### src/rpn_pkg.sv
// rpn_pkg: shared types, character codes, status codes and tables
// for the rpn expression evaluator; no dependencies
`default_nettype none
package rpn_pkg;

   localparam int STACK_DEPTH     = 16;
   localparam int FRAC_BITS       = 32;
   localparam int MAX_FRAC_DIGITS = 9;
   localparam int ADDR_W          = $clog2(STACK_DEPTH);
   localparam int CNT_W           = $clog2(STACK_DEPTH + 1);
   localparam int QUO_W           = 64 + FRAC_BITS;

   localparam logic [7:0] CH_STAR  = 8'h2A;
   localparam logic [7:0] CH_SLASH = 8'h2F;
   localparam logic [7:0] CH_PLUS  = 8'h2B;
   localparam logic [7:0] CH_MINUS = 8'h2D;
   localparam logic [7:0] CH_DIGIT_LO = 8'd48;
   localparam logic [7:0] CH_DIGIT_HI = 8'd57;
   localparam logic [7:0] CH_POINT = 8'h2E;
   localparam logic [7:0] CH_SPACE = 8'h20;

   localparam logic [2:0] ST_OK    = 3'd0;
   localparam logic [2:0] ST_UNDER = 3'd1;
   localparam logic [2:0] ST_LEFT  = 3'd2;
   localparam logic [2:0] ST_OVER  = 3'd3;
   localparam logic [2:0] ST_DIVZ  = 3'd4;

   localparam logic [63:0] SIGN_BIT  = 64'h8000_0000_0000_0000;
   localparam logic [63:0] MAX_POS   = 64'h7FFF_FFFF_FFFF_FFFF;
   localparam logic [63:0] FIT_LIMIT = 64'd1844674407370955161;

   typedef struct packed {
      logic [7:0] char_code;
      logic       end_of_expression;
   } req_type;

   typedef struct packed {
      logic signed [63:0] result_value;
      logic [2:0]         status;
   } rsp_type;

   function automatic logic [63:0] pow10(input logic [3:0] n);
      logic [63:0] p;
      case (n)
         4'd0: p = 64'd1;
         4'd1: p = 64'd10;
         4'd2: p = 64'd100;
         4'd3: p = 64'd1000;
         4'd4: p = 64'd10000;
         4'd5: p = 64'd100000;
         4'd6: p = 64'd1000000;
         4'd7: p = 64'd10000000;
         4'd8: p = 64'd100000000;
         4'd9: p = 64'd1000000000;
         4'd10: p = 64'd10000000000;
         4'd11: p = 64'd100000000000;
         4'd12: p = 64'd1000000000000;
         4'd13: p = 64'd10000000000000;
         4'd14: p = 64'd100000000000000;
         default: p = 64'd1000000000000000;
      endcase
      return p;
   endfunction

   function automatic logic [63:0] mag_of(input logic [63:0] v);
      return v[63] ? (64'd0 - v) : v;
   endfunction

   function automatic logic [63:0] limit_of(input logic neg);
      return neg ? SIGN_BIT : MAX_POS;
   endfunction

endpackage
`default_nettype wire

### src/rpn_mul.sv
// rpn_mul: fixed point multiplier from four 32x32 partial products,
// saturated and signed on completion; depends on rpn_pkg
`default_nettype none
module rpn_mul (
   input  wire logic        clock,
   input  wire logic        reset,
   input  wire logic        start,
   input  wire logic [63:0] a,
   input  wire logic [63:0] b,
   output logic             done,
   output logic [63:0]      value
);
   import rpn_pkg::*;

   logic         busy_ff, busy_in;
   logic         done_ff, done_in;
   logic [2:0]   step_ff, step_in;
   logic [63:0]  x_ff, x_in, y_ff, y_in;
   logic         neg_ff, neg_in;
   logic [63:0]  pp_ff, pp_in;
   logic [1:0]   sh_ff, sh_in;
   logic [127:0] acc_ff, acc_in;
   logic [63:0]  value_ff, value_in;
   logic [31:0]  xs, ys;
   logic [63:0]  lim, mag;

   always_comb begin
      busy_in  = busy_ff;
      done_in  = 1'b0;
      step_in  = step_ff;
      x_in     = x_ff;
      y_in     = y_ff;
      neg_in   = neg_ff;
      pp_in    = pp_ff;
      sh_in    = sh_ff;
      acc_in   = acc_ff;
      value_in = value_ff;
      xs       = step_ff[0] ? x_ff[63:32] : x_ff[31:0];
      ys       = step_ff[1] ? y_ff[63:32] : y_ff[31:0];
      lim      = limit_of(neg_ff);
      mag      = ((acc_ff[127:64+FRAC_BITS] != '0) || (acc_ff[63+FRAC_BITS:FRAC_BITS] > lim))
                 ? lim : acc_ff[63+FRAC_BITS:FRAC_BITS];
      if (start) begin
         busy_in = 1'b1;
         step_in = '0;
         x_in    = mag_of(a);
         y_in    = mag_of(b);
         neg_in  = a[63] ^ b[63];
         acc_in  = '0;
      end else if (busy_ff) begin
         step_in = step_ff + 1'b1;
         if (step_ff < 3'd4) begin
            pp_in = 64'(xs) * 64'(ys);
            sh_in = 2'(step_ff[0]) + 2'(step_ff[1]);
         end
         if (step_ff != 3'd0 && step_ff < 3'd5) begin
            acc_in = acc_ff + ({64'd0, pp_ff} << (32 * sh_ff));
         end
         if (step_ff == 3'd5) begin
            busy_in  = 1'b0;
            done_in  = 1'b1;
            value_in = neg_ff ? (64'd0 - mag) : mag;
         end
      end
   end

   always_ff @(posedge clock) begin
      if (reset) begin
         busy_ff <= 1'b0;
         done_ff <= 1'b0;
      end else begin
         busy_ff <= busy_in;
         done_ff <= done_in;
      end
      step_ff  <= step_in;
      x_ff     <= x_in;
      y_ff     <= y_in;
      neg_ff   <= neg_in;
      pp_ff    <= pp_in;
      sh_ff    <= sh_in;
      acc_ff   <= acc_in;
      value_ff <= value_in;
   end

   assign done  = done_ff;
   assign value = value_ff;

endmodule
`default_nettype wire

### config.mk
export PLATFORM = sky130hd
export DESIGN_NAME = rpn_mul
export DESIGN_NICKNAME = d
export VERILOG_FILES = /design/src/rpn_pkg.sv /design/src/rpn_mul.sv
export SDC_FILE = /design/constraint.sdc
export NUM_CORES = 2
export LEC_CHECK = 0
export BUFFER_PORTS_ARGS = -buffer_cell sky130_fd_sc_hd__buf_4
export CAP_MARGIN = 20
export CORE_ASPECT_RATIO = 1.4
export CORE_MARGIN = 1
export CORE_UTILIZATION = 40
export CTS_CLUSTER_SIZE = 16
export DETAILED_ROUTE_END_ITERATION = 8
export GPL_ROUTABILITY_DRIVEN = 0
export GPL_TIMING_DRIVEN = 0
export SYNTH_ARGS = -nofsm -noshare
export SYNTH_HDL_FRONTEND = slang
export SYNTH_SLANG_ARGS = --single-unit
### constraint.sdc
create_clock -name clock -period 12.3 [get_ports clock]
set_input_delay 2.46 -clock clock [delete_from_list [all_inputs] [get_ports clock]]
set_output_delay 2.46 -clock clock [all_outputs]
set_load 0.005 [all_outputs]
==> results by stage <==
Cells and area:
- The synthesis-to-finish area growth is 10.44%.
- The most common cell after layout, fill and taps aside is inv_1.
- Leaving out fill and tap cells, the most frequent cells in the layout are inv_1 (947), fa_1 (897), nand2_1 (856), nor2_1 (830), ha_1 (460).
- The multi-input combinational cell area is 0.04557 mm2.
- Of the cells placed in the final design, the portion with a size suffix greater than 1 is 6.346%.
- The post-route non-filler standard cell count is 9242.
- Counting the fill cells in the layout gives 14820.
- The number of nets in the final layout is 8732.
- Across the whole layout, storage elements account for 0.01044 mm2.

Floorplanning:
- The die covers 0.1534 mm2.
- From left edge to right edge, the die measures 331.3 um.
- The total number of placement rows is 168.
- The standard cell core area is 0.1503 mm2.
- From bottom edge to top edge, the die measures 463.0 um.
- The effective utilization at floorplan is 40.40%.
- 196 I/O pins were placed.

Placed design:
- Including well taps, the total number of placed cells is 9136.
- The number of I/O port buffers is 193.
- The final HPWL from detailed placement is 200600 um.

Timing:
- The clock arrives with 0.05689 ns of skew.
- The final critical delay including setup and external delays is 11.88 ns.
- After layout, the worst path uses 96.58% of the clock period.
- The maximum clock frequency is 84.18 MHz.
- Setup repair after global routing left no endpoint under its margin.
- Setup violations remaining at the end of the flow were counted as 0.
- The max-slew headroom at the worst pin is 11.41%.
- For the pin with the worst max-slew slack, the measured transition is 1.329 ns.
- The count of endpoints failing hold in the final timing report came to 0.
- The max-slew violation total from the final report is 0.

GRT:
- The remaining global-route overflow is 0.
- For this run, the total global-route usage over all layers was measured as 31.89%.
- Entering global routing, the biggest net connects 103 pins.
- The first global-routing pass estimated 357900 um of wire.
- The via count of the first global-routing pass is 55050.
- The number of antenna violations at the first check in global routing is 11.

Clock network:
- In this run the number of H-tree levels came out at 2.
- The root buffer cell is clkbuf_16.
- The number of hold buffers added after CTS was 0.
- Counting the buffers created by CTS gives 44.
- The clock slew at the register clock pins of the worst setup and hold paths is 0.06 ns.
- Clock tree synthesis found a total of 392 sinks.
- The later pin in the worst-skew pair is clocked with a latency of 0.69 ns.
- The maximum clock insertion buffer count is 3.
- TritonCTS built the clock tree.

Routing:
- After detailed routing, the number of remaining DRC violations is 0.
- The detailed-routing iteration count for the pre-antenna-repair pass is 9.
- The violation count after the first detailed-routing iteration is 4717.
- The number of antenna-violating nets in the routed design is 0.
- The detailed-route wire length per cell is 26.52 um.
- In the routed layout, each cell is associated on average with a via count of 5.815.
- Summed over all layers, the routed wires come to 245100 um.
- The routed layout has 53750 vias.

Setup path:
- The required arrival time at the worst endpoint is 12.76 ns.
- The dominant cell type by count on the critical path is fa_1.
- The maximum fanout along the worst path is 10.
- The largest stage delay on the critical path is 0.89 ns.
- The worst setup path is of the register to register kind.
- Among all stages on the critical path, the largest delay is contributed by clkbuf_1.
- STA classifies the critical path endpoint as a register.
- The worst setup path is launched from a register.
- The arrival time at the worst endpoint is 12.34 ns.

Synthesis:
- For this run, the leading register cell type out of synthesis is edfxtp_1.
- Counting flops and latches in the post-synthesis netlist gives 392.
- The count of flip-flops with a built-in enable after synthesis is 259.
- The number of synthesis warnings is 0.
- The gate count after technology mapping is 6946.
- Counting flops with an async set or reset pin after synthesis yields a share of 0%.
- The sequential area share after synthesis is 17.19%.
- Synthesis produced a netlist with a net count of 8434.
- After synthesis the cells add up to 0.06072 mm2.
- The post-synthesis cell type count is 85.
- Each instance of the synthesized netlist takes up on average 8.742 um2.

Status:
- The flow ran to the end, and the final reports show no timing, DRC or antenna violations.

Job:
- Across the run, the number of max-cap violations was 0.

Worst hold path:
- In this run the worst hold path is classified as register to register.
-- sequential cells by signal (all words and copies together), names as in the netlist --
name	flops
acc_ff	128
y_ff	64
sh_ff	2
neg_ff	1
x_ff	64
value	64
pp_ff	64
done	1
step_ff	3
busy_ff	1
-- Yosys cell counts, types with 74 or more instances --
cell      instances  area, um2
inv_1           947       3555
fa_1            897      17960
nand2_1         856       3213
nor2_1          832       3123
ha_1            460       5756
a21oi_1         384       1922
clkbuf_1        327       1227
o21ai_0         273       1366
edfxtp_1        259       7777
xnor2_1         238       2085
a21o_1          139       1044
dfxtp_1         133       2663
mux2i_1          97      970.9
nand4_1          97      606.8
nor3_1           74      370.4
-- final timing paths --
check | start | to | slack, ns | cells past startpoint
setup reg to reg | step_ff[1] | pp_ff[63] | 0.42 | 32
hold reg to reg | acc_ff[19] | acc_ff[19] | 0.46 | 2
hold / removal | acc_ff[19] | acc_ff[19] | 0.46 | 2
setup / recovery | step_ff[1] | pp_ff[63] | 0.42 | 32
-- worst max-delay path: cells and delay by family, from the launching register on --
family,cells,cell delay (ns)
adder cells (fa/ha/maj),9,4.26
AO/OA/AOI/OAI,11,3.06
buffers and inverters,9,2.86
multiplexers,1,0.64
flip-flops,1,0.34
XOR/XNOR,1,0.33
AND/OR/NAND/NOR,1,0.14
-- routing by layer --
| layer | track usage, % | up-vias | part of all wire (%) |
|---|---|---|---|
| met3 | 9.024 | 1165 | 9.4 |
| met5 | 0 | - | 0.019 |
| met4 | 30.66 | 6 | 12 |
| met2 | 53.07 | 3109 | 46 |
| li1 | - | 23460 | - |
| met1 | 31.90 | 26000 | 32 |
-- cell type report --
class                      count  share of cell area, %
inverter                     948                  5.306
clock inverter                24                 0.4384
sequential                   392                  15.57
multi-input combinational   5257                  67.95
clock buffer                  58                  1.750
buffer                       347                  1.994
tap                         1955                  3.647
antenna                        7                0.02612
timing repair buffer         254                  3.323
-- stage by stage --
step / instance area (um2) / setup WS [ns] / hold slack, ns / setup TNS, ns / utilization (%)
floorplan: 60720 / 3.097 / 0.4362 / 0 / -
global placement: 64620 / -0.3083 / 0.4446 / -0.3083 / 42.99
detailed placement: 65270 / 0.08090 / 0.4478 / 0 / 43.43
CTS: 66730 / 0.09542 / 0.4574 / 0 / 44.40
global route: 67050 / 0.005503 / 0.4735 / 0 / 44.61
finish: 67060 / 0.4209 / 0.4579 / 0 / 44.62
-- what timing repair did --
action	4_1_cts	5_1_grt
endpoints found under the hold margin	0	0
buffers inserted	0	0
setup endpoints to repair	0	6
resized for setup	0	26
-- logic make-up (layout without fill, tap and decap cells) --
family	Yosys count	in the layout	synth area share (%)
and+or+nand+nor	2241	2241	16.13
AOI/OAI and AO/OA	1197	1197	12.47
adders and majority gates	1357	1357	39.05
DFF	392	392	17.19
buffers and inverters	1297	1631	8.030
muxes	161	161	2.786
xor gates and xnor gates	301	301	4.341
other	0	7	0
Power is not shown: default switching activity piles up to over one toggle a cycle in this logic, so the estimate is an artifact.
