<file path="src/rpn_pkg.sv">
// rpn_pkg: shared types, character codes, status codes and tables
// for the rpn expression evaluator; no dependencies
`default_nettype none
package rpn_pkg;

   localparam int STACK_DEPTH     = 16;
   localparam int FRAC_BITS       = 32;
   localparam int MAX_FRAC_DIGITS = 9;
   localparam int ADDR_W          = $clog2(STACK_DEPTH);
   localparam int CNT_W           = $clog2(STACK_DEPTH + 1);
   localparam int QUO_W           = 64 + FRAC_BITS;

   localparam logic [7:0] CH_STAR  = 8'h2A;
   localparam logic [7:0] CH_SLASH = 8'h2F;
   localparam logic [7:0] CH_PLUS  = 8'h2B;
   localparam logic [7:0] CH_MINUS = 8'h2D;
   localparam logic [7:0] CH_DIGIT_LO = 8'd48;
   localparam logic [7:0] CH_DIGIT_HI = 8'd57;
   localparam logic [7:0] CH_POINT = 8'h2E;
   localparam logic [7:0] CH_SPACE = 8'h20;

   localparam logic [2:0] ST_OK    = 3'd0;
   localparam logic [2:0] ST_UNDER = 3'd1;
   localparam logic [2:0] ST_LEFT  = 3'd2;
   localparam logic [2:0] ST_OVER  = 3'd3;
   localparam logic [2:0] ST_DIVZ  = 3'd4;

   localparam logic [63:0] SIGN_BIT  = 64'h8000_0000_0000_0000;
   localparam logic [63:0] MAX_POS   = 64'h7FFF_FFFF_FFFF_FFFF;
   localparam logic [63:0] FIT_LIMIT = 64'd1844674407370955161;

   typedef struct packed {
      logic [7:0] char_code;
      logic       end_of_expression;
   } req_type;

   typedef struct packed {
      logic signed [63:0] result_value;
      logic [2:0]         status;
   } rsp_type;

   function automatic logic [63:0] pow10(input logic [3:0] n);
      logic [63:0] p;
      case (n)
         4'd0: p = 64'd1;
         4'd1: p = 64'd10;
         4'd2: p = 64'd100;
         4'd3: p = 64'd1000;
         4'd4: p = 64'd10000;
         4'd5: p = 64'd100000;
         4'd6: p = 64'd1000000;
         4'd7: p = 64'd10000000;
         4'd8: p = 64'd100000000;
         4'd9: p = 64'd1000000000;
         4'd10: p = 64'd10000000000;
         4'd11: p = 64'd100000000000;
         4'd12: p = 64'd1000000000000;
         4'd13: p = 64'd10000000000000;
         4'd14: p = 64'd100000000000000;
         default: p = 64'd1000000000000000;
      endcase
      return p;
   endfunction

   function automatic logic [63:0] mag_of(input logic [63:0] v);
      return v[63] ? (64'd0 - v) : v;
   endfunction

   function automatic logic [63:0] limit_of(input logic neg);
      return neg ? SIGN_BIT : MAX_POS;
   endfunction

endpackage
`default_nettype wire

</file>
<file path="src/rpn_stack.sv">
// rpn_stack: value stack storage, one write and one registered read port
// depends on rpn_pkg
`default_nettype none
module rpn_stack (
   input  wire logic                      clock,
   input  wire logic                      we,
   input  wire logic [rpn_pkg::ADDR_W-1:0] waddr,
   input  wire logic [63:0]               wdata,
   input  wire logic [rpn_pkg::ADDR_W-1:0] raddr,
   output logic      [63:0]               rdata
);
   import rpn_pkg::*;

   logic [63:0] mem [STACK_DEPTH];
   logic [63:0] rdata_ff;

   always_ff @(posedge clock) begin
      if (we) begin
         mem[waddr] <= wdata;
      end
      rdata_ff <= mem[raddr];
   end

   assign rdata = rdata_ff;

endmodule
`default_nettype wire

</file>
<file path="config.mk">
export PLATFORM = sky130hd
export DESIGN_NAME = rpn_stack
export DESIGN_NICKNAME = d
export VERILOG_FILES = /design/src/rpn_pkg.sv /design/src/rpn_stack.sv
export SDC_FILE = /design/constraint.sdc
export NUM_CORES = 1
export LEC_CHECK = 0
export CAP_MARGIN = 0
export CORE_UTILIZATION = 40
export DETAILED_ROUTE_END_ITERATION = 8
export DONT_BUFFER_PORTS = 1
export GPL_ROUTABILITY_DRIVEN = 0
export PLACE_DENSITY = 0.51
export SYNTH_ARGS = -nofsm -noshare
export SYNTH_HDL_FRONTEND = slang
export SYNTH_SLANG_ARGS = --single-unit
</file>
<file path="constraint.sdc">
create_clock -name clock -period 8.5 [get_ports clock]
set_input_delay 0.425 -clock clock [delete_from_list [all_inputs] [get_ports clock]]
set_output_delay 0.425 -clock clock [all_outputs]
set_load 0.02 [all_outputs]
</file>
==> flow_summary.yaml, run 1 <==
sta:
  drv_slew: 0
  max_slew_margin: 0.234
  min_period_over_period: 0.294
  post-route-min-period_ns: 2.50
  setup_violations: 0
  fin_tns_setup_ns: 0
  fmax_ghz: 0.400
  worst_slew_pin_slew_ns: 1.15
  hold_viol_final: 0
  setup_ws_ns: 6.00
  rsz0062_at_grt: "no"
  fin_skew_ns: 0.0220
floorplanning:
  die_h_um: 317
  fp-row-count: 115
  die_area_um2: 100000
  io-pin-count: 138
  initial_utilization: 0.403
  core_um2: 98300
  die_w_um: 317
clock_network:
  clk_path_buf_depth: 3
  clock_sinks: 1088
  clockRootBuffer: "clkbuf_16"
  cts_tree: "done"
  cts_resized: 0
  numCtsBuffers: 112
  clkLatencyLatePin_ns: 0.69
  cts-htree-levels: 3
  path_clk_slew_ns: 0.06
worst_setup_path:
  path_max_fanout: 55
  end_kind: "register"
  startpoint: "waddr[2]"
  r2r_cells: 3
  critical_path_required_ns: 8.80
  cp.arrival_ns: 2.80
  rr_endpoint: "rdata[53]"
  critPathKind: "primary input to register"
  r2r_slack_ns: 7.02
  critPathLaunchType: "primary input"
  r2r_start: "mem[0][53]"
grt:
  grt_pass1_wl_um: 127000
  track_usage: 0.175
  grt_pass1_vias: 18500
  antenna_found_initial: 9
  gr-total-overflow: 0
  grt_max_degree: 257
logic_synthesis:
  syn-num-nets: 1721
  synth_cell_type_count: 18
  seq_area_frac_synth: 0.809
  ys_seq_elements: 1088
  avgSynthCellArea_um2: 24.0
  netlist_area_um2: 39600
  syn_inst: 1647
  synth.area.top_cells: "edfxtp_1 78%, mux4_2 15%, dfxtp_1 3.2%"
  yosys.area.top_type: "edfxtp_1"
  synth_warnings: 0
  synth_top_area_share: 0.777
min_path:
  hp-start: "waddr[0]"
  holdPathStages: 1
  hold_class: "primary input to register"
  hold_end: "mem[0][18]"
placed_design:
  dp_cells: 2875
  pre_cts_ws_ns: 5.21
  port_buffers: 0
  dpl.hpwl_um: 41500
pwr:
  p_leak_uw: 0.0141
  power_uw: 11200
  irDropWorstVdd_uv: 155
  powerDensity_nw_per_um2: 248
route:
  dr.pass1.iters: 4
  drtAntennaViolNets: 0
  drc: 0
  num_vias: 17200
  wl_per_cell_um: 27.4
  wl_um: 86400
  vias_per_cell: 5.46
  drtIter0Drc: 1410
cells_and_area:
  syn2layout_area_growth_pct: 14.4
  utilization: 0.461
  finalNonFillerCells: 3152
  n_fill_cell: 8121
  layout-drive-gt1-share: 0.247
  fin_nets: 1840
  n_antenna_cell: 0
flow_run:
  drv_cap: 0
run_status:
  status: "finished, final reports clean"
[where the power goes]
group | total [uW] | internal [uW] | switching, uW | leakage, uW
clock | 4730 | 2750 | 1980 | 0.00174
sequential | 6100 | 6000 | 96.5 | 0.00979
combinational | 399 | 186 | 213 | 0.00260
total | 11200 | 8940 | 2290 | 0.0141
[area by class of cell]
cell class                      instances  area (um^2)  area share
Tap cell                             1287         1610      0.0356
Clock buffer                          178         3230      0.0713
Sequential cell                      1088        32000       0.707
Timing Repair Buffer                   89          828      0.0183
Clock inverter                         35          345     0.00763
Multi-Input combinational cell        475         7230       0.160
[worst max-delay path, cell delays in order]
cell and delay [ns]:
or3b_2 0.58, nor3_2 0.82, buf_4 0.87
[timing repair]
action	in CTS	in global routing
endpoints found under the hold margin	1024	0
hold buffers	64	0
buffers inserted	0	0
[per-layer routing]
| layer | track usage | vias up | share of wire |
|---|---|---|---|
| met3 | 0.0367 | 136 | 0.051 |
| met4 | 0.0512 | 16 | 0.022 |
| met2 | 0.282 | 363 | 0.49 |
| li1 | - | 7301 | - |
| met5 | 0 | - | 0.0012 |
| met1 | 0.242 | 9388 | 0.44 |
[registers in the layout, indices dropped and copies added, names as in the netlist]
register and cells:
mem 1024, rdata 64
[worst max path at each step]
stage | end | slack (ns) | cells after the start
floorplan | mem[0][0] | 2.65 | 2
global placement | mem[0][41] | 5.24 | 3
detailed placement | mem[0][41] | 5.21 | 3
CTS | mem[0][35] | 5.93 | 3
global route | mem[0][35] | 5.85 | 3
finish | mem[0][39] | 6.00 | 3
[cells by family after synthesis]
logic type	after synthesis	synth area share
and+or+nand+nor	91	0.00942
muxes	256	0.146
AOI/OAI and AO/OA	128	0.0243
buffers and inverters	84	0.0114
DFF	1088	0.809
[cell usage after synthesis]
master / count
a22oi_1: 128
and2_1: 1
buf_1: 16
buf_2: 13
buf_4: 6
buf_6: 13
clkbuf_1: 36
dfxtp_1: 64
edfxtp_1: 1024
mux4_2: 256
nand2_1: 65
nand2b_1: 2
nand3_1: 1
nand3b_1: 2
nor2_1: 13
nor2b_1: 2
nor3_1: 4
or3b_2: 1
[cells in the final DEF, fill, tap and decap left out, drive strengths merged, types with 2 or more instances in the layout]
cell type,netlist,final
edfxtp,1024,1024
clkbuf,36,178
nor3,4,4
nor2b,2,2
bufinv,0,5
clkinvlp,0,2
inv,0,6
mux4,256,256
nand3b,2,2
nor2,13,13
clkinv,0,22
a22oi,128,128
nand2,65,65
nand2b,2,2
dlygate4sd3,0,64
buf,48,25
dfxtp,64,64
[stage by stage]
step | area [um^2] | hold slack (ns)
final | 45300 | 0.0757
after global routing | 45300 | 0.0574
after CTS | 45300 | 0.0470
after detailed placement | 41100 | 0.524
after global placement | 41100 | 0.525
after floorplan | 39600 | 0.524
Note: power is estimated with default switching activity, not from simulation.
==> run 2: changes to the inputs <==
clock period = 2.6 ns   (was 8.5 ns; I/O delays follow)
==> run 2 against run 1 <==
  * Count of clock-buffer cells in the layout decreased by 22
  * Via count rose by 5.4%
  * Die area is the same
  * Clock skew is 0.0029 ns lower
  * Register-to-register slack got worse by 6.9 ns
  * First-iteration DRC count increased by 1.6%
  * Power rose to 3.3 times the previous value
  * Hold slack worse by 0.019 ns
  * Flip-flop and latch count unchanged
  * Combinational power grew to 4.3 times the previous value
  * Largest cell class unchanged
==> flow_summary.yaml, run 2 (synthesis results as in run 1) <==
run_status:
  status: "finished, final reports clean"
clock_network:
  clkLatencyLatePin_ns: 0.68
  hold_buffers: 267
  cts_tree: "done"
  clock_sinks: 1088
  clockRootBuffer: "clkbuf_16"
  path_clk_slew_ns: 0.06
  cts-htree-levels: 3
  post_cts_buffers: 0
  clk_path_buf_depth: 3
  cts_resized: 0
  numCtsBuffers: 112
sta:
  fin_tns_setup_ns: 0
  hold_viol_final: 0
  drv_slew: 0
  rsz0062_at_grt: "no"
  worst_slew_pin_slew_ns: 0.736
  max_slew_margin: 0.508
  post-route-min-period_ns: 2.45
  fmax_ghz: 0.409
  setup_ws_ns: 0.154
  min_period_over_period: 0.941
  fin_skew_ns: 0.0191
  setup_violations: 0
grt:
  grt_pass1_vias: 20100
  grtUsageMet2: 0.295
  busiest_layer: "met2"
  grt_max_degree: 210
  use_met3: 0.0318
  met1_usage: 0.247
  gr-total-overflow: 0
  track_usage: 0.179
  grt_pass1_wl_um: 131000
  antenna_found_initial: 8
floorplanning:
  initial_utilization: 0.403
  die_area_um2: 100000
  io-pin-count: 138
  die_w_um: 317
  die_h_um: 317
  core_um2: 98300
  fp-row-count: 115
cells_and_area:
  regArea_um2: 32000
  top_register: "mem"
  fin_nets: 2043
  utilization: 0.486
  mostFrequentLayoutCells: "1024 x edfxtp_1, 265 x dlygate4sd3_1, 256 x mux4_2, 128 x a22oi_1, 115 x clkbuf_16"
  layout-drive-gt1-share: 0.230
  syn2layout_area_growth_pct: 20.7
  largest_register_ffs: 1024
  multi_input_area_um2: 7260
  mostFrequentLayoutCell: "edfxtp_1"
  stdcell_area_um2: 47800
  n_fill_cell: 7941
worst_setup_path:
  r2r_start: "mem[11][18]"
  path_max_fanout: 1
  critical_path_required_ns: 3.14
  critPathLaunchType: "register"
  critPathKind: "register to register"
  cp.arrival_ns: 2.99
  end_kind: "register"
  startpoint: "mem[11][18]"
route:
  drtAntennaViolNets: 0
  vias_per_cell: 5.40
  wl_per_cell_um: 26.0
  drtIter0Drc: 1432
  drc: 0
  dr.pass1.iters: 4
  num_vias: 18100
  wl_um: 87100
pwr:
  irDropWorstVdd_uv: 599
  powerDensity_nw_per_um2: 787
  power_uw: 37600
  p_leak_uw: 0.0150
placed_design:
  pre_cts_ws_ns: 0.887
  place_area_um2: 41300
  dpl.hpwl_um: 37600
  port_buffers: 0
min_path:
  hp-start: "raddr[0]"
  hold_class: "primary input to register"
flow_run:
  drv_cap: 0
[run 2: changes by cell type in the layout (fill, tap and decap cells not counted), moves of 7 or more]
cell	previous run	this run
dlygate4sd3_1	64	265
buf_4	25	6
clkbuf_1	48	27
buf_12	0	19
clkinv_2	13	25
clkinv_1	7	14
[run 2: final timing paths]
check,endpoint,slack (ns),cells after the start
hold / removal,rdata[54],0.06,3
setup reg to reg,rdata[18],0.15,5
hold reg to reg,rdata[30],0.71,3
setup / recovery,rdata[18],0.15,5
[run 2: cell type report]
| type | instances | area share |
|---|---|---|
| diodes | 1 | 0.0000524 |
| repair buffers | 292 | 0.0656 |
| well taps | 1287 | 0.0337 |
| multi-input cells | 475 | 0.152 |
| flip-flops and latches | 1088 | 0.671 |
| clock buffers | 156 | 0.0664 |
| clock inverters | 56 | 0.0116 |
[run 2: metrics by stage]
| stage | hold WS [ns] | std cells |
|---|---|---|
| global placement | 0.230 | 2875 |
| detailed placement | 0.229 | 2875 |
| global route | 0.0275 | 3355 |
| finish | 0.0571 | 3355 |
| CTS | 0.00769 | 3354 |
| floorplan | 0.229 | 1647 |
[run 2: power breakdown]
part           internal (uW)  switching, uW  total, uW
clock network           9410           6540      16000
registers              19600            286      19900
logic                    903            813       1720
[run 2: critical path, stage by stage, from the launching register on]
cell,delay [ns]
edfxtp_1,0.36
mux4_2,0.47
a22oi_1,0.23
dlygate4sd3_1,0.58
nand2_1,0.08
dlygate4sd3_1,0.59
[run 2: routing by layer]
metal	wire length, um	vias up
met2	43200	396
met3	4110	111
met4	1530	6
met1	38300	9890
li1	-	7724
met5	38	-
==> run 3: changes to the inputs <==
ABC_AREA = 1   (was not set)
BUFFER_PORTS_ARGS = -buffer_cell sky130_fd_sc_hd__buf_4   (was not set)
DONT_BUFFER_PORTS = not set   (was 1)
PLACE_DENSITY = 0.52   (was 0.51)
==> run 3 against run 2 <==
  * Die area grew 14%
  * Routed wire length up 31%
  * Maximum frequency increased by 18%
  * Synthesized cell count rose to 2.6 times the previous value
  * Hold slack improved by 0.23 ns
  * Area after synthesis rose by 14%
  * Via count up 59%
  * Largest cell class unchanged
  * Sequential power about the same
  * Non-clock buffer count down 12
  * Largest power group unchanged
  * Utilization decreased by 1.6 points
  * Clock power grew 6%
==> flow_summary.yaml, run 3 <==
run_status:
  status: "finished, final reports clean"
clock_network:
  clockRootBuffer: "clkbuf_16"
  clkLatencyLatePin_ns: 0.69
  clock_sinks: 1088
  cts_resized: 0
  cts-htree-levels: 3
  clk_path_buf_depth: 3
  numCtsBuffers: 116
  cts_tree: "done"
  path_clk_slew_ns: 0.06
sta:
  post-route-min-period_ns: 2.07
  max_slew_margin: 0.376
  worst_slew_pin_slew_ns: 0.937
  setup_violations: 0
  hold_viol_final: 0
  fmax_ghz: 0.483
  drv_slew: 0
  min_period_over_period: 0.797
  whs_ns: 0.283
  rsz0062_at_grt: "no"
  fin_skew_ns: 0.0214
logic_synthesis:
  synth_top_area_share: 0.679
  syn_inst: 4210
  ys_seq_elements: 1088
  syn-num-nets: 4284
  avgSynthCellArea_um2: 10.8
  synth_cell_type_count: 15
  synth.area.top_cells: "edfxtp_1 68%, nand2_1 11%, nand3_1 8.5%"
  yosys.area.top_type: "edfxtp_1"
  synth_enable_flop_cells: 1024
  synth_ff_type: "edfxtp_1"
  netlist_area_um2: 45300
  synth_common_cells: "1349 x nand2_1, 1024 x edfxtp_1, 771 x inv_1"
  synth_warnings: 0
  seq_area_frac_synth: 0.707
  async_flop_share: 0
  yosysMostFrequentCell: "nand2_1"
grt:
  grt_pass1_wl_um: 174000
  busiest_layer: "met2"
  gr-total-overflow: 0
  track_usage: 0.199
  grt_max_degree: 152
  antenna_found_initial: 1
  use_met3: 0.0264
  grt_pass1_vias: 27600
  grtUsageMet2: 0.319
  met1_usage: 0.288
worst_setup_path:
  cp.arrival_ns: 2.65
  r2r_start: "mem[9][21]"
  critPathLaunchType: "primary input"
  critPathKind: "primary input to register"
  setup.worst_path.end: "rdata[21]"
  end_kind: "register"
  startpoint: "raddr[0]"
  crit_path_frequent_cell: "nand2_1"
  crit_chain: "dlygate4sd3_1 -> buf_8 -> clkinv_16 -> buf_12 -> nand2_1 -> nand2_1 -> nand2_1 -> nand3_1 -> nand3_1 -> nand2_1 -> dlygate4sd3_1"
  r2r_slack_ns: 1.10
  critPathMaxStageDelay_ns: 0.56
  critical_path_required_ns: 3.18
  r2r_cells: 7
  critPathSlowestCell: "dlygate4sd3_1"
  rr_endpoint: "rdata[21]"
  path_max_fanout: 135
route:
  wl_um: 114000
  dr.pass1.iters: 7
  drtIter0Drc: 2158
  drc: 0
  num_vias: 28800
  drtAntennaViolNets: 0
  vias_per_cell: 4.80
  wl_per_cell_um: 19.1
floorplanning:
  fp-row-count: 123
  io-pin-count: 138
  core_um2: 112000
  die_h_um: 338
  die_area_um2: 115000
  die_w_um: 338
  initial_utilization: 0.403
cells_and_area:
  n_fill_cell: 10300
  multi_input_area_um2: 9110
  layout-drive-gt1-share: 0.0907
  mostFrequentLayoutCells: "1349 x nand2_1, 1024 x edfxtp_1, 770 x inv_1, 769 x nand3_1, 158 x buf_4"
  top_register: "mem"
  regArea_um2: 32000
  largest_register_ffs: 1024
  mostFrequentLayoutCell: "nand2_1"
  fin_nets: 4471
  n_antenna_cell: 0
  syn2layout_area_growth_pct: 16.7
pwr:
  powerDensity_nw_per_um2: 744
  irDropWorstVdd_uv: 517
  p_leak_uw: 0.0223
  power_uw: 39300
placed_design:
  port_buffers: 137
  dpl.hpwl_um: 56900
min_path:
  hold_class: "primary input to register"
flow_run:
  drv_cap: 0
-- run 3: through the flow --
stage                util  TNS [ns]  std cells  cell area (um^2)  worst slack [ns]
finish              0.470         0       5999             52800             0.528
global route        0.470         0       5999             52800             0.323
CTS                 0.470         0       5999             52800             0.549
detailed placement  0.429         0       5710             48200             0.591
global placement    0.429         0       5710             48200             0.621
floorplan               -   -581.51       4210             45300            -0.909
-- run 3: worst min path at each step --
stage	from	endpoint	slack [ns]	cells after the start
after floorplan	wdata[0]	mem[0][0]	0.23	0
after global placement	wdata[26]	mem[15][26]	0.44	1
after detailed placement	wdata[26]	mem[15][26]	0.44	1
after CTS	wdata[26]	mem[7][26]	0.23	2
after global routing	wdata[26]	mem[7][26]	0.27	2
final	wdata[26]	mem[7][26]	0.28	2
-- run 3: area by class of cell --
| type | instances | area share |
|---|---|---|
| multi-input combinational | 2137 | 0.172 |
| timing repair buffer | 280 | 0.0552 |
| clock inverter | 55 | 0.0116 |
| inverter | 774 | 0.0558 |
| sequential | 1088 | 0.606 |
| tap | 1500 | 0.0355 |
| clock buffer | 165 | 0.0632 |
-- run 3: power by group --
part / leakage (uW) / internal [uW] / switching [uW]
Clock: 0.00194 / 10200 / 6770
Combinational: 0.0106 / 833 / 1780
Sequential: 0.00979 / 19600 / 142
-- run 3: routing by layer --
layer	part of all wire	vias up
met5	0.000087	-
met4	0.017	2
met3	0.046	135
met2	0.46	659
met1	0.47	14000
li1	-	14000
-- run 3: critical path, delay by kind of cell --
kind	cells	cell delay (ns)
buffers and inverters	5	2.02
AND/OR/NAND/NOR	6	0.42
-- run 3: cell families after synthesis --
group,count (synthesis),synth area share
DFF,1088,0.707
and+or+nand+nor,2137,0.199
buffers and inverters,985,0.0942
-- run 3: repair_timing --
action,in CTS,in global routing
hold buffers,69,0
hold endpoints to repair,1052,0
buffers inserted,0,0
