<file path="src/rpn_pkg.sv">
// rpn_pkg: shared types, character codes, status codes and tables
// for the rpn expression evaluator; no dependencies
`default_nettype none
package rpn_pkg;

   localparam int STACK_DEPTH     = 16;
   localparam int FRAC_BITS       = 32;
   localparam int MAX_FRAC_DIGITS = 9;
   localparam int ADDR_W          = $clog2(STACK_DEPTH);
   localparam int CNT_W           = $clog2(STACK_DEPTH + 1);
   localparam int QUO_W           = 64 + FRAC_BITS;

   localparam logic [7:0] CH_STAR  = 8'h2A;
   localparam logic [7:0] CH_SLASH = 8'h2F;
   localparam logic [7:0] CH_PLUS  = 8'h2B;
   localparam logic [7:0] CH_MINUS = 8'h2D;
   localparam logic [7:0] CH_DIGIT_LO = 8'd48;
   localparam logic [7:0] CH_DIGIT_HI = 8'd57;
   localparam logic [7:0] CH_POINT = 8'h2E;
   localparam logic [7:0] CH_SPACE = 8'h20;

   localparam logic [2:0] ST_OK    = 3'd0;
   localparam logic [2:0] ST_UNDER = 3'd1;
   localparam logic [2:0] ST_LEFT  = 3'd2;
   localparam logic [2:0] ST_OVER  = 3'd3;
   localparam logic [2:0] ST_DIVZ  = 3'd4;

   localparam logic [63:0] SIGN_BIT  = 64'h8000_0000_0000_0000;
   localparam logic [63:0] MAX_POS   = 64'h7FFF_FFFF_FFFF_FFFF;
   localparam logic [63:0] FIT_LIMIT = 64'd1844674407370955161;

   typedef struct packed {
      logic [7:0] char_code;
      logic       end_of_expression;
   } req_type;

   typedef struct packed {
      logic signed [63:0] result_value;
      logic [2:0]         status;
   } rsp_type;

   function automatic logic [63:0] pow10(input logic [3:0] n);
      logic [63:0] p;
      case (n)
         4'd0: p = 64'd1;
         4'd1: p = 64'd10;
         4'd2: p = 64'd100;
         4'd3: p = 64'd1000;
         4'd4: p = 64'd10000;
         4'd5: p = 64'd100000;
         4'd6: p = 64'd1000000;
         4'd7: p = 64'd10000000;
         4'd8: p = 64'd100000000;
         4'd9: p = 64'd1000000000;
         4'd10: p = 64'd10000000000;
         4'd11: p = 64'd100000000000;
         4'd12: p = 64'd1000000000000;
         4'd13: p = 64'd10000000000000;
         4'd14: p = 64'd100000000000000;
         default: p = 64'd1000000000000000;
      endcase
      return p;
   endfunction

   function automatic logic [63:0] mag_of(input logic [63:0] v);
      return v[63] ? (64'd0 - v) : v;
   endfunction

   function automatic logic [63:0] limit_of(input logic neg);
      return neg ? SIGN_BIT : MAX_POS;
   endfunction

endpackage
`default_nettype wire

</file>
<file path="src/rpn_div.sv">
// rpn_div: iterative restoring divider, (num << FRAC_BITS) / den on magnitudes,
// one quotient bit a cycle, saturated and signed on completion; depends on rpn_pkg
`default_nettype none
module rpn_div (
   input  wire logic        clock,
   input  wire logic        reset,
   input  wire logic        start,
   input  wire logic [63:0] num,
   input  wire logic [63:0] den,
   input  wire logic        neg,
   output logic             done,
   output logic [63:0]      value
);
   import rpn_pkg::*;

   localparam int ITER_W = $clog2(QUO_W + 1);

   logic              busy_ff, busy_in;
   logic              done_ff, done_in;
   logic [ITER_W-1:0] iter_ff, iter_in;
   logic [64:0]       rem_ff, rem_in;
   logic [QUO_W-1:0]  quo_ff, quo_in;
   logic [63:0]       den_ff, den_in;
   logic              neg_ff, neg_in;
   logic [63:0]       value_ff, value_in;
   logic [64:0]       trial;
   logic [63:0]       lim;
   logic [63:0]       mag;

   always_comb begin
      busy_in  = busy_ff;
      done_in  = 1'b0;
      iter_in  = iter_ff;
      rem_in   = rem_ff;
      quo_in   = quo_ff;
      den_in   = den_ff;
      neg_in   = neg_ff;
      value_in = value_ff;
      trial    = {rem_ff[63:0], quo_ff[QUO_W-1]};
      lim      = limit_of(neg_ff);
      mag      = (quo_ff > {{FRAC_BITS{1'b0}}, lim}) ? lim : quo_ff[63:0];
      if (start) begin
         busy_in = 1'b1;
         iter_in = '0;
         rem_in  = '0;
         quo_in  = {num, {FRAC_BITS{1'b0}}};
         den_in  = den;
         neg_in  = neg;
      end else if (busy_ff) begin
         if (iter_ff == ITER_W'(QUO_W)) begin
            busy_in  = 1'b0;
            done_in  = 1'b1;
            value_in = neg_ff ? (64'd0 - mag) : mag;
         end else begin
            iter_in = iter_ff + 1'b1;
            if (trial >= {1'b0, den_ff}) begin
               rem_in = trial - {1'b0, den_ff};
               quo_in = {quo_ff[QUO_W-2:0], 1'b1};
            end else begin
               rem_in = trial;
               quo_in = {quo_ff[QUO_W-2:0], 1'b0};
            end
         end
      end
   end

   always_ff @(posedge clock) begin
      if (reset) begin
         busy_ff <= 1'b0;
         done_ff <= 1'b0;
      end else begin
         busy_ff <= busy_in;
         done_ff <= done_in;
      end
      iter_ff  <= iter_in;
      rem_ff   <= rem_in;
      quo_ff   <= quo_in;
      den_ff   <= den_in;
      neg_ff   <= neg_in;
      value_ff <= value_in;
   end

   assign done  = done_ff;
   assign value = value_ff;

endmodule
`default_nettype wire

</file>
<file path="config.mk">
export PLATFORM = sky130hd
export DESIGN_NAME = rpn_div
export DESIGN_NICKNAME = d
export VERILOG_FILES = /design/src/rpn_pkg.sv /design/src/rpn_div.sv
export SDC_FILE = /design/constraint.sdc
export NUM_CORES = 1
export LEC_CHECK = 0
export BUFFER_PORTS_ARGS = -buffer_cell sky130_fd_sc_hd__buf_2
export CELL_PAD_IN_SITES_DETAIL_PLACEMENT = 0
export CELL_PAD_IN_SITES_GLOBAL_PLACEMENT = 1
export CORE_MARGIN = 2
export CORE_UTILIZATION = 35
export DETAILED_ROUTE_END_ITERATION = 7
export PLACE_DENSITY = 0.64
export SYNTH_ARGS = -nofsm -noshare
export SYNTH_HDL_FRONTEND = slang
export SYNTH_SLANG_ARGS = --single-unit
</file>
<file path="constraint.sdc">
create_clock -name clock -period 6.36 [get_ports clock]
set_input_delay 0.318 -clock clock [delete_from_list [all_inputs] [get_ports clock]]
set_output_delay 0.318 -clock clock [all_outputs]
set_load 0.01 [all_outputs]
</file>
==> out/summary.txt, run 1 <==
period utilization - 0.853
most area-consuming cells after synthesis - edfxtp_1, dfxtp_1, ha_1
Post-Route WL - 57400 um
largest net degree at the start of global routing - 143
Starting Density - 0.353
Die X - 236 um
DR WL/cell - 18.5 um
Area growth, synth to finish - 17.8%
leak pwr - 0.00914 uW
# rows - 85
First DRT Iteration DRCs - 1056
Post-CTS Setup Bufs - 0
PwrDens - 245 mW/mm^2
Hold EP - quo_ff[46]
status - completed
worst reg2reg path depth - 17
Tightest Pin Transition - 1.18 ns
Seq/Total Area, Yosys - 0.418
nets - 2641
Post-Syn Area - 0.0189 mm^2
I/O pin total - 197
Synth Net Count - 2443
critical path endpoint category - flop
Power Total - 5450 uW
Max transition margin - 0.201
top cell type's share of synthesized area - 0.307
worst setup path category - reg2reg
Sink Count - 298
DR vias - 16900
TritonCTS Buffers - 36
CTS max path bufs - 3
CP Data Arrival Time - 5.73 ns
Async S/R FF share, synth - 0
Vias/cell - 5.45
Place WS - 0.961 ns
vias in the first global route - 16600
post-route ant nets - 0
CTS clock-pin slew for the worst setup and hold paths - 0.06 ns
HP Start - num[14]
ANT cells - 0
hold crit path type - in2reg
crit path max fanout - 52
IO Port Bufs - 196
Root Driver - clkbuf_16
commonest non-fill, non-tap cell in the layout - nand2_1
GP Congestion - 0.892
VDD IR-drop max - 0.000221 V
max-cap viol count - 0
Seq cells post-synth - 298
Worst Clk Skew - 0.0224 ns
Unique masters post-synth - 93
most frequent cells in the layout - nand2_1, nor2_1, buf_2
R2R Setup Slk - 0.93 ns
RSZ-0062 raised after global routing - no
CTS tree - built
Initial DRT Pass Iterations - 6
GRT Util Overall - 0.202
Synth area leader - edfxtp_1
Synthesis Warnings - 0
R2R Path End - value[18]
final hold violations - 0
H-tree levels - 2
WHS Path Cells - 3
Synth Flop Type - edfxtp_1
Peak Freq - 184 MHz
Syn Inst Count - 2179
Final HPWL DP - 40500 um
min Tclk post-route - 5.43 ns
Worst Slack Setup Final - 0.933 ns
Core Area - 0.0536 mm^2
DIE AREA - 0.0559 mm^2
Hold Slack - 0.0371 ns
die height - 236 um
CP Data Required Time - 6.66 ns
initial antenna violation count - 0
setup TNS - 0 ns
worst-skew pair later-pin latency - 0.56 ns
fraction of layout cells with a size suffix above 1 - 0.123
endpoints failing setup - 0
Mapped Avg Cell Area - 8.68 um^2
R2R Path Start - neg_ff
final count of pins violating max slew - 0
fin util - 0.416
crit start category - flop
Post-route DRC - 0
EDFF count, synth - 193
GRT overflow - 0
first-pass GRT wire length - 90800 um
final cells by class:
class                   instances  area (um^2)
clock buffers                  47          973
clock inverters                17          143
fillers                      5461        31300
inverters                     105          394
multi-input cells            1657        10200
flip-flops and latches        298         7900
well taps                     696          871
repair buffers                279         1820
registers in the layout, indices dropped and copies added, names as in the netlist:
register	count
quo_ff	96
den_ff	64
rem_ff	64
value	64
iter_ff	7
busy_ff	1
done	1
neg_ff	1
worst max-delay path, cell delays in order (launching register included):
cell	delay [ns]
edfxtp_1	0.91
buf_12	0.33
ha_1	0.30
a21o_1	0.16
a21o_1	0.17
a221oi_1	0.30
o221ai_1	0.22
a21o_1	0.23
o31a_2	0.36
nand2_1	0.25
a21boi_0	0.27
inv_1	0.07
ha_1	0.18
buf_4	0.21
nor2_1	0.72
o21ai_0	0.21
a21oi_1	0.19
nor2_1	0.06
per-stage QoR:
stage	instance area [um^2]	instances
after floorplan	18900	2179
after global placement	20500	2969
after detailed placement	20500	2969
after CTS	22300	3099
after global routing	22300	3099
final	22300	3099
Yosys cell counts, drive strengths merged, types with 4 or more instances:
library cell,number
a211o,4
a211oi,52
a21o,52
a21oi,180
a221oi,7
a22o,4
a22oi,8
a2bb2oi,4
a31oi,16
a32oi,6
a41oi,5
and2,13
and3,12
buf,22
clkbuf,97
dfxtp,105
edfxtp,193
ha,131
inv,105
mux2i,19
nand2,323
nand2b,13
nand3,25
nand4,37
nor2,212
nor2b,14
nor3,79
nor3b,5
nor4,29
o211a,4
o211ai,7
o21a,10
o21ai,193
o21bai,14
o22a,5
o311ai,14
o31ai,22
o41ai,8
or2,4
or3,19
or4,4
xnor2,36
xor2,26
worst max path at each step:
| stage | from | end | slack (ns) | cells past startpoint |
|---|---|---|---|---|
| after floorplan | iter_ff[0] | value[0] | 0.16 | 5 |
| after global routing | neg_ff | value[40] | 0.38 | 18 |
| after global placement | neg_ff | value[40] | 0.98 | 17 |
| final | neg_ff | value[18] | 0.93 | 17 |
| after detailed placement | neg_ff | value[40] | 0.96 | 17 |
| after CTS | neg_ff | value[40] | 0.96 | 17 |
power breakdown:
| part | total (uW) | switching, uW | leakage (uW) | internal, uW |
|---|---|---|---|---|
| Sequential | 2300 | 115 | 0.00273 | 2190 |
| Clock | 2010 | 852 | 0.000548 | 1160 |
| Combinational | 1130 | 688 | 0.00586 | 443 |
| Total | 5450 | 1650 | 0.00914 | 3790 |
timing repair:
| item | 4_1_cts | 5_1_grt |
|---|---|---|
| resized for setup | 0 | 0 |
| hold buffers | 66 | 0 |
| hold endpoints to repair | 67 | 0 |
cells by family (layout without fill, tap and decap cells):
kind of cell | count (synthesis) | after routing | share of synthesized area
buf+inv | 224 | 448 | 0.0456
fa+ha+maj | 132 | 132 | 0.0878
xor+xnor | 62 | 62 | 0.0287
flops | 298 | 298 | 0.418
simple gates | 801 | 801 | 0.193
compound gates | 641 | 641 | 0.216
mux | 21 | 21 | 0.0113
routing by layer:
metal  vias up  track usage  routed length [um]
met5         -            0                   0
met4         0       0.0656                1550
met3        78       0.0246                2370
met2       411        0.341               27100
met1      8048        0.269               26400
li1       8362            -                   -
Power figures use the tool's default switching activity.
==> run 2: changes to the inputs <==
--- a/config.mk
+++ b/config.mk
@@ -11,7 +11,7 @@
 export CORE_MARGIN = 2
 export CORE_UTILIZATION = 35
 export DETAILED_ROUTE_END_ITERATION = 7
-export PLACE_DENSITY = 0.64
+export PLACE_DENSITY = 0.78
 export SYNTH_ARGS = -nofsm -noshare
 export SYNTH_HDL_FRONTEND = slang
 export SYNTH_SLANG_ARGS = --single-unit
==> run 2 against run 1 <==
Compared with the run above: flip-flop and latch count unchanged; sequential share of layout area down 0.31 points; register-to-register slack better by 0.18 ns; total power up 6.0%; clock skew down 0.0081 ns; critical path type unchanged; worst setup slack better by 0.18 ns; first-iteration DRC count up 25%; fmax up 3.4%; combinational power about the same; core utilization up 0.37 points; critical path depth up 1; worst hold slack better by 0.010 ns.
==> out/summary.txt, run 2 (synthesis gave the netlist of run 1 again) <==
status - completed
Post-CTS Hold Buffers - 66
endpoints failing setup - 0
hold crit path type - in2reg
Top reg by flops - quo_ff
GRT Util Overall - 0.198
First DRT Iteration DRCs - 1316
leak pwr - 0.00923 uW
# resized after CTS - 0
ANT cells - 0
Initial DRT Pass Iterations - 5
R2R Path End - value[58]
CTS clock-pin slew for the worst setup and hold paths - 0.06 ns
Peak Freq - 191 MHz
Hold EP - quo_ff[55]
PwrDens - 257 mW/mm^2
sw frac - 0.293
sequential power share - 0.399
commonest non-fill, non-tap cell in the layout - nand2_1
Core Area - 0.0536 mm^2
first-pass GRT wire length - 89900 um
worst reg2reg path depth - 18
post-route ant nets - 0
CP Data Arrival Time - 5.51 ns
Hold Slack - 0.0474 ns
critical path endpoint category - flop
Starting Density - 0.353
Tightest Pin Transition - 1.04 ns
Post-CTS Setup Bufs - 0
initial antenna violation count - 0
Post-route DRC - 0
switching pwr - 1690 uW
most frequent cells in the layout - nand2_1, nor2_1, buf_2
crit start category - flop
I/O pin total - 197
DIE AREA - 0.0559 mm^2
Gate power share - 0.196
final hold violations - 0
Internal Power - 4080 uW
VDD IR-drop max - 0.000220 V
setup TNS - 0 ns
DP Area - 0.0205 mm^2
max reg flops - 96
IO Port Bufs - 196
TritonCTS Buffers - 38
die height - 236 um
WHS Path Cells - 3
GP Congestion - 0.923
CP Data Required Time - 6.62 ns
DR WL/cell - 18.2 um
Root Driver - clkbuf_16
post-route cell area - 0.0225 mm^2
worst setup path category - reg2reg
R2R Setup Slk - 1.11 ns
Post-Route WL - 56400 um
RSZ-0062 raised after global routing - no
fraction of layout cells with a size suffix above 1 - 0.126
final count of pins violating max slew - 0
H-tree levels - 2
GRT overflow - 0
R2R Path Start - neg_ff
period utilization - 0.825
Area growth, synth to finish - 18.8%
max-cap viol count - 0
nets - 2641
Final HPWL DP - 39000 um
CTS tree - built
crit path max fanout - 115
Max transition margin - 0.304
Vias/cell - 5.48
HP Start - num[23]
# rows - 85
DR vias - 17000
Clk network pwr share - 0.405
largest net degree at the start of global routing - 116
Sink Count - 298
vias in the first global route - 16600
min Tclk post-route - 5.25 ns
Worst Clk Skew - 0.0143 ns
Die X - 236 um
CTS max path bufs - 3
worst-skew pair later-pin latency - 0.56 ns
==> run 2: cell types whose count changed in the layout (fill, tap and decap cells not counted), sizes merged <==
cell | previous run | this run
bufinv | 2 | 7
clkbuf | 47 | 44
clkinv | 13 | 16
buf | 213 | 211
clkinvlp | 0 | 1
inv | 107 | 106
==> run 2: worst max-delay path, cell delays in order, from the launching register on <==
cell and delay [ns]:
edfxtp_1 0.58, buf_12 0.42, ha_1 0.35, a21o_1 0.16, a21o_1 0.17, a221oi_1 0.29, o221ai_1 0.20, a21o_1 0.22
o31a_2 0.36, nand2_1 0.23, a21boi_0 0.30, inv_1 0.08, ha_1 0.22, buf_4 0.22, inv_1 0.38, a211oi_2 0.15
a211o_1 0.28, a31oi_1 0.17, a31oi_1 0.06
==> run 2: area by class of cell <==
type	count	area, um^2
repair buffers	277	1790
inverters	105	394
well taps	696	871
flip-flops and latches	298	7900
clock inverters	25	304
clock buffers	44	1040
multi-input cells	1657	10200
fillers	5332	31100
==> run 2: worst max-delay path by stage <==
stage | startpoint | end | slack [ns]
2_1_floorplan | iter_ff[0] | value[0] | 0.16
3_3_place_gp | neg_ff | value[58] | 1.44
3_5_place_dp | neg_ff | value[58] | 1.24
4_1_cts | neg_ff | value[58] | 1.21
5_1_grt | neg_ff | value[58] | 0.84
6_report | neg_ff | value[58] | 1.11
==> run 2: power groups by stage <==
stage          sequential, uW  clock [uW]  combinational, uW
2_1_floorplan            2300           0                810
3_3_place_gp             2340           0               1070
3_5_place_dp             2340           0               1090
4_1_cts                  2300        2410               1130
5_1_grt                  2320        2470               1270
6_report                 2300        2340               1130
==> run 2: per-stage QoR <==
step,std cells,setup WS [ns],util,total power [uW]
4_1_cts,3102,1.21,0.419,5840
5_1_grt,3102,0.844,0.419,6060
3_3_place_gp,2967,1.44,0.382,3410
6_report,3102,1.11,0.419,5770
2_1_floorplan,2179,0.164,-,3100
3_5_place_dp,2967,1.24,0.382,3430
==> run 2: per-layer routing <==
| layer | global-route usage | part of all wire | vias up |
|---|---|---|---|
| met3 | 0.0256 | 0.051 | 84 |
| met1 | 0.262 | 0.45 | 8039 |
| li1 | - | - | 8354 |
| met2 | 0.338 | 0.48 | 515 |
| met4 | 0.0575 | 0.023 | 0 |
| met5 | 0 | 0 | - |
==> run 3: changes to the inputs <==
==> constraint.sdc (replaced) <==
create_clock -name clock -period 4.4 [get_ports clock]
set_input_delay 0.22 -clock clock [delete_from_list [all_inputs] [get_ports clock]]
set_output_delay 0.22 -clock clock [all_outputs]
set_load 0.01 [all_outputs]
==> run 3 against run 2 <==
Compared with the run above: die area stayed put; worst setup slack worse by 0.92 ns; final cell count is 4.4% higher; clock power is 41% higher; routed wire length is 4.5% higher; register-to-register slack worse by 0.92 ns; cell area is 6.1% higher.
==> out/summary.txt, run 3 (synthesis gave the netlist of run 1 again) <==
status - completed
Worst Slack Setup Final - 0.193 ns
GRT overflow - 0
hold crit path type - in2reg
Top cell by count, worst path - a21o_1
Final HPWL DP - 41400 um
I/O pin total - 197
slowest CP cell - or4_4
Max transition margin - 0.286
Vias/cell - 5.42
Crit path largest cell delay - 0.59 ns
CTS tree - built
Starting Density - 0.353
leak pwr - 0.00992 uW
Initial DRT Pass Iterations - 8
post-route ant nets - 0
IO Port Bufs - 196
VDD IR-drop max - 0.000306 V
Core Area - 0.0536 mm^2
Root Driver - clkbuf_16
Sink Count - 298
DR WL/cell - 18.2 um
max reg flops - 96
min Tclk post-route - 4.21 ns
Die X - 236 um
Seq. cell area - 0.00790 mm^2
GP Congestion - 0.942
CTS clock-pin slew for the worst setup and hold paths - 0.06 ns
# rows - 85
DIE AREA - 0.0559 mm^2
first-pass GRT wire length - 94000 um
vias in the first global route - 17500
Post-Route WL - 58900 um
area of the multi-input gates - 0.0103 mm^2
worst setup path category - reg2reg
Post-route DRC - 0
Area growth, synth to finish - 26.1%
fraction of layout cells with a size suffix above 1 - 0.157
Layout fillers - 5265
nets - 2778
Place WS - 0.0638 ns
First DRT Iteration DRCs - 1485
max-cap viol count - 0
Tightest Pin Transition - 1.07 ns
CP Data Required Time - 4.79 ns
DP Area - 0.0211 mm^2
largest net degree at the start of global routing - 118
post-route cell area - 0.0238 mm^2
Top reg by flops - quo_ff
DR vias - 17600
GRT Util Overall - 0.207
CP Data Arrival Time - 4.60 ns
TritonCTS Buffers - 37
placed cells - 3040
Final Non-Filler Cells - 3239
CTS max path bufs - 3
PwrDens - 353 mW/mm^2
crit start category - flop
worst-skew pair later-pin latency - 0.56 ns
die height - 236 um
most frequent cells in the layout - nand2_1, nor2_1, buf_2
Worst Clk Skew - 0.0254 ns
crit path max fanout - 28
final hold violations - 0
commonest non-fill, non-tap cell in the layout - nand2_1
ANT cells - 0
critical path endpoint category - flop
period utilization - 0.956
H-tree levels - 2
R2R Setup Slk - 0.19 ns
fin util - 0.445
initial antenna violation count - 0
final count of pins violating max slew - 0
Peak Freq - 238 MHz
endpoints failing setup - 0
crit-path cells - buf_6 -> ha_1 -> a21o_1 -> a221o_1 -> a221oi_2 -> o211ai_1 -> a21o_1 -> o31ai_4 -> buf_12 -> nand2_2 -> or4_4 -> o311ai_2 -> o21ai_1 -> a22oi_1
## run 3: cell types whose count changed in the layout (fill, tap and decap cells not counted), sizes merged
cell	before	now
clkbuf	44	43
inv	106	105
dlygate4sd3	66	127
clkinv	16	17
buf	211	287
clkinvlp	1	2
## run 3: layout make-up
| type | instances | area share |
|---|---|---|
| Multi-Input combinational cell | 1657 | 0.432 |
| Sequential cell | 298 | 0.331 |
| Timing Repair Buffer | 415 | 0.129 |
| Clock buffer | 42 | 0.0414 |
| Tap cell | 696 | 0.0365 |
| Inverter | 105 | 0.0167 |
| Clock inverter | 26 | 0.0134 |
## run 3: where the power goes
group          leakage, uW  internal [uW]  switching (uW)
combinational      0.00655            740            1070
sequential         0.00273           3160             128
clock             0.000641           2030            1280
total              0.00992           5930            2490
## run 3: critical path, delay by kind of cell (launching register included)
| kind | cells | cell delay [ns] |
|---|---|---|
| and+or+nand+nor | 2 | 0.71 |
| AOI/OAI and AO/OA | 9 | 2.12 |
| DFF | 1 | 0.50 |
| adders and majority gates | 1 | 0.29 |
| buffers and inverters | 2 | 0.42 |
## run 3: worst paths after layout
check | startpoint | endpoint | cells past startpoint
min | num[60] | quo_ff[92] | 3
min reg2reg | rem_ff[20] | rem_ff[20] | 2
max reg2reg | neg_ff | value[36] | 14
max | neg_ff | value[36] | 14
## run 3: layer usage
layer  vias to the layer above  global-route usage  routed length (um)
met3                        93              0.0284                3170
met5                         -                   0                   0
met4                         0              0.0595                1390
met2                       520               0.355               28200
li1                       8631                   -                   -
met1                      8314               0.272               26100
## run 3: per-stage QoR
step           setup TNS [ns]  total power (uW)  hold WS, ns
2_1_floorplan          -16.33              4500        0.292
3_3_place_gp                0              5010        0.397
3_5_place_dp                0              5040        0.398
4_1_cts                     0              8500      0.00116
5_1_grt               -0.0356              8840       0.0371
6_report                    0              8420       0.0305
## run 3: timing repair
action                                  4_1_cts  5_1_grt
endpoints found under the hold margin       128        0
endpoints found under the setup margin        0       21
setup buffers                                 0        3
resized for setup                             0       14
hold buffers                                127        0
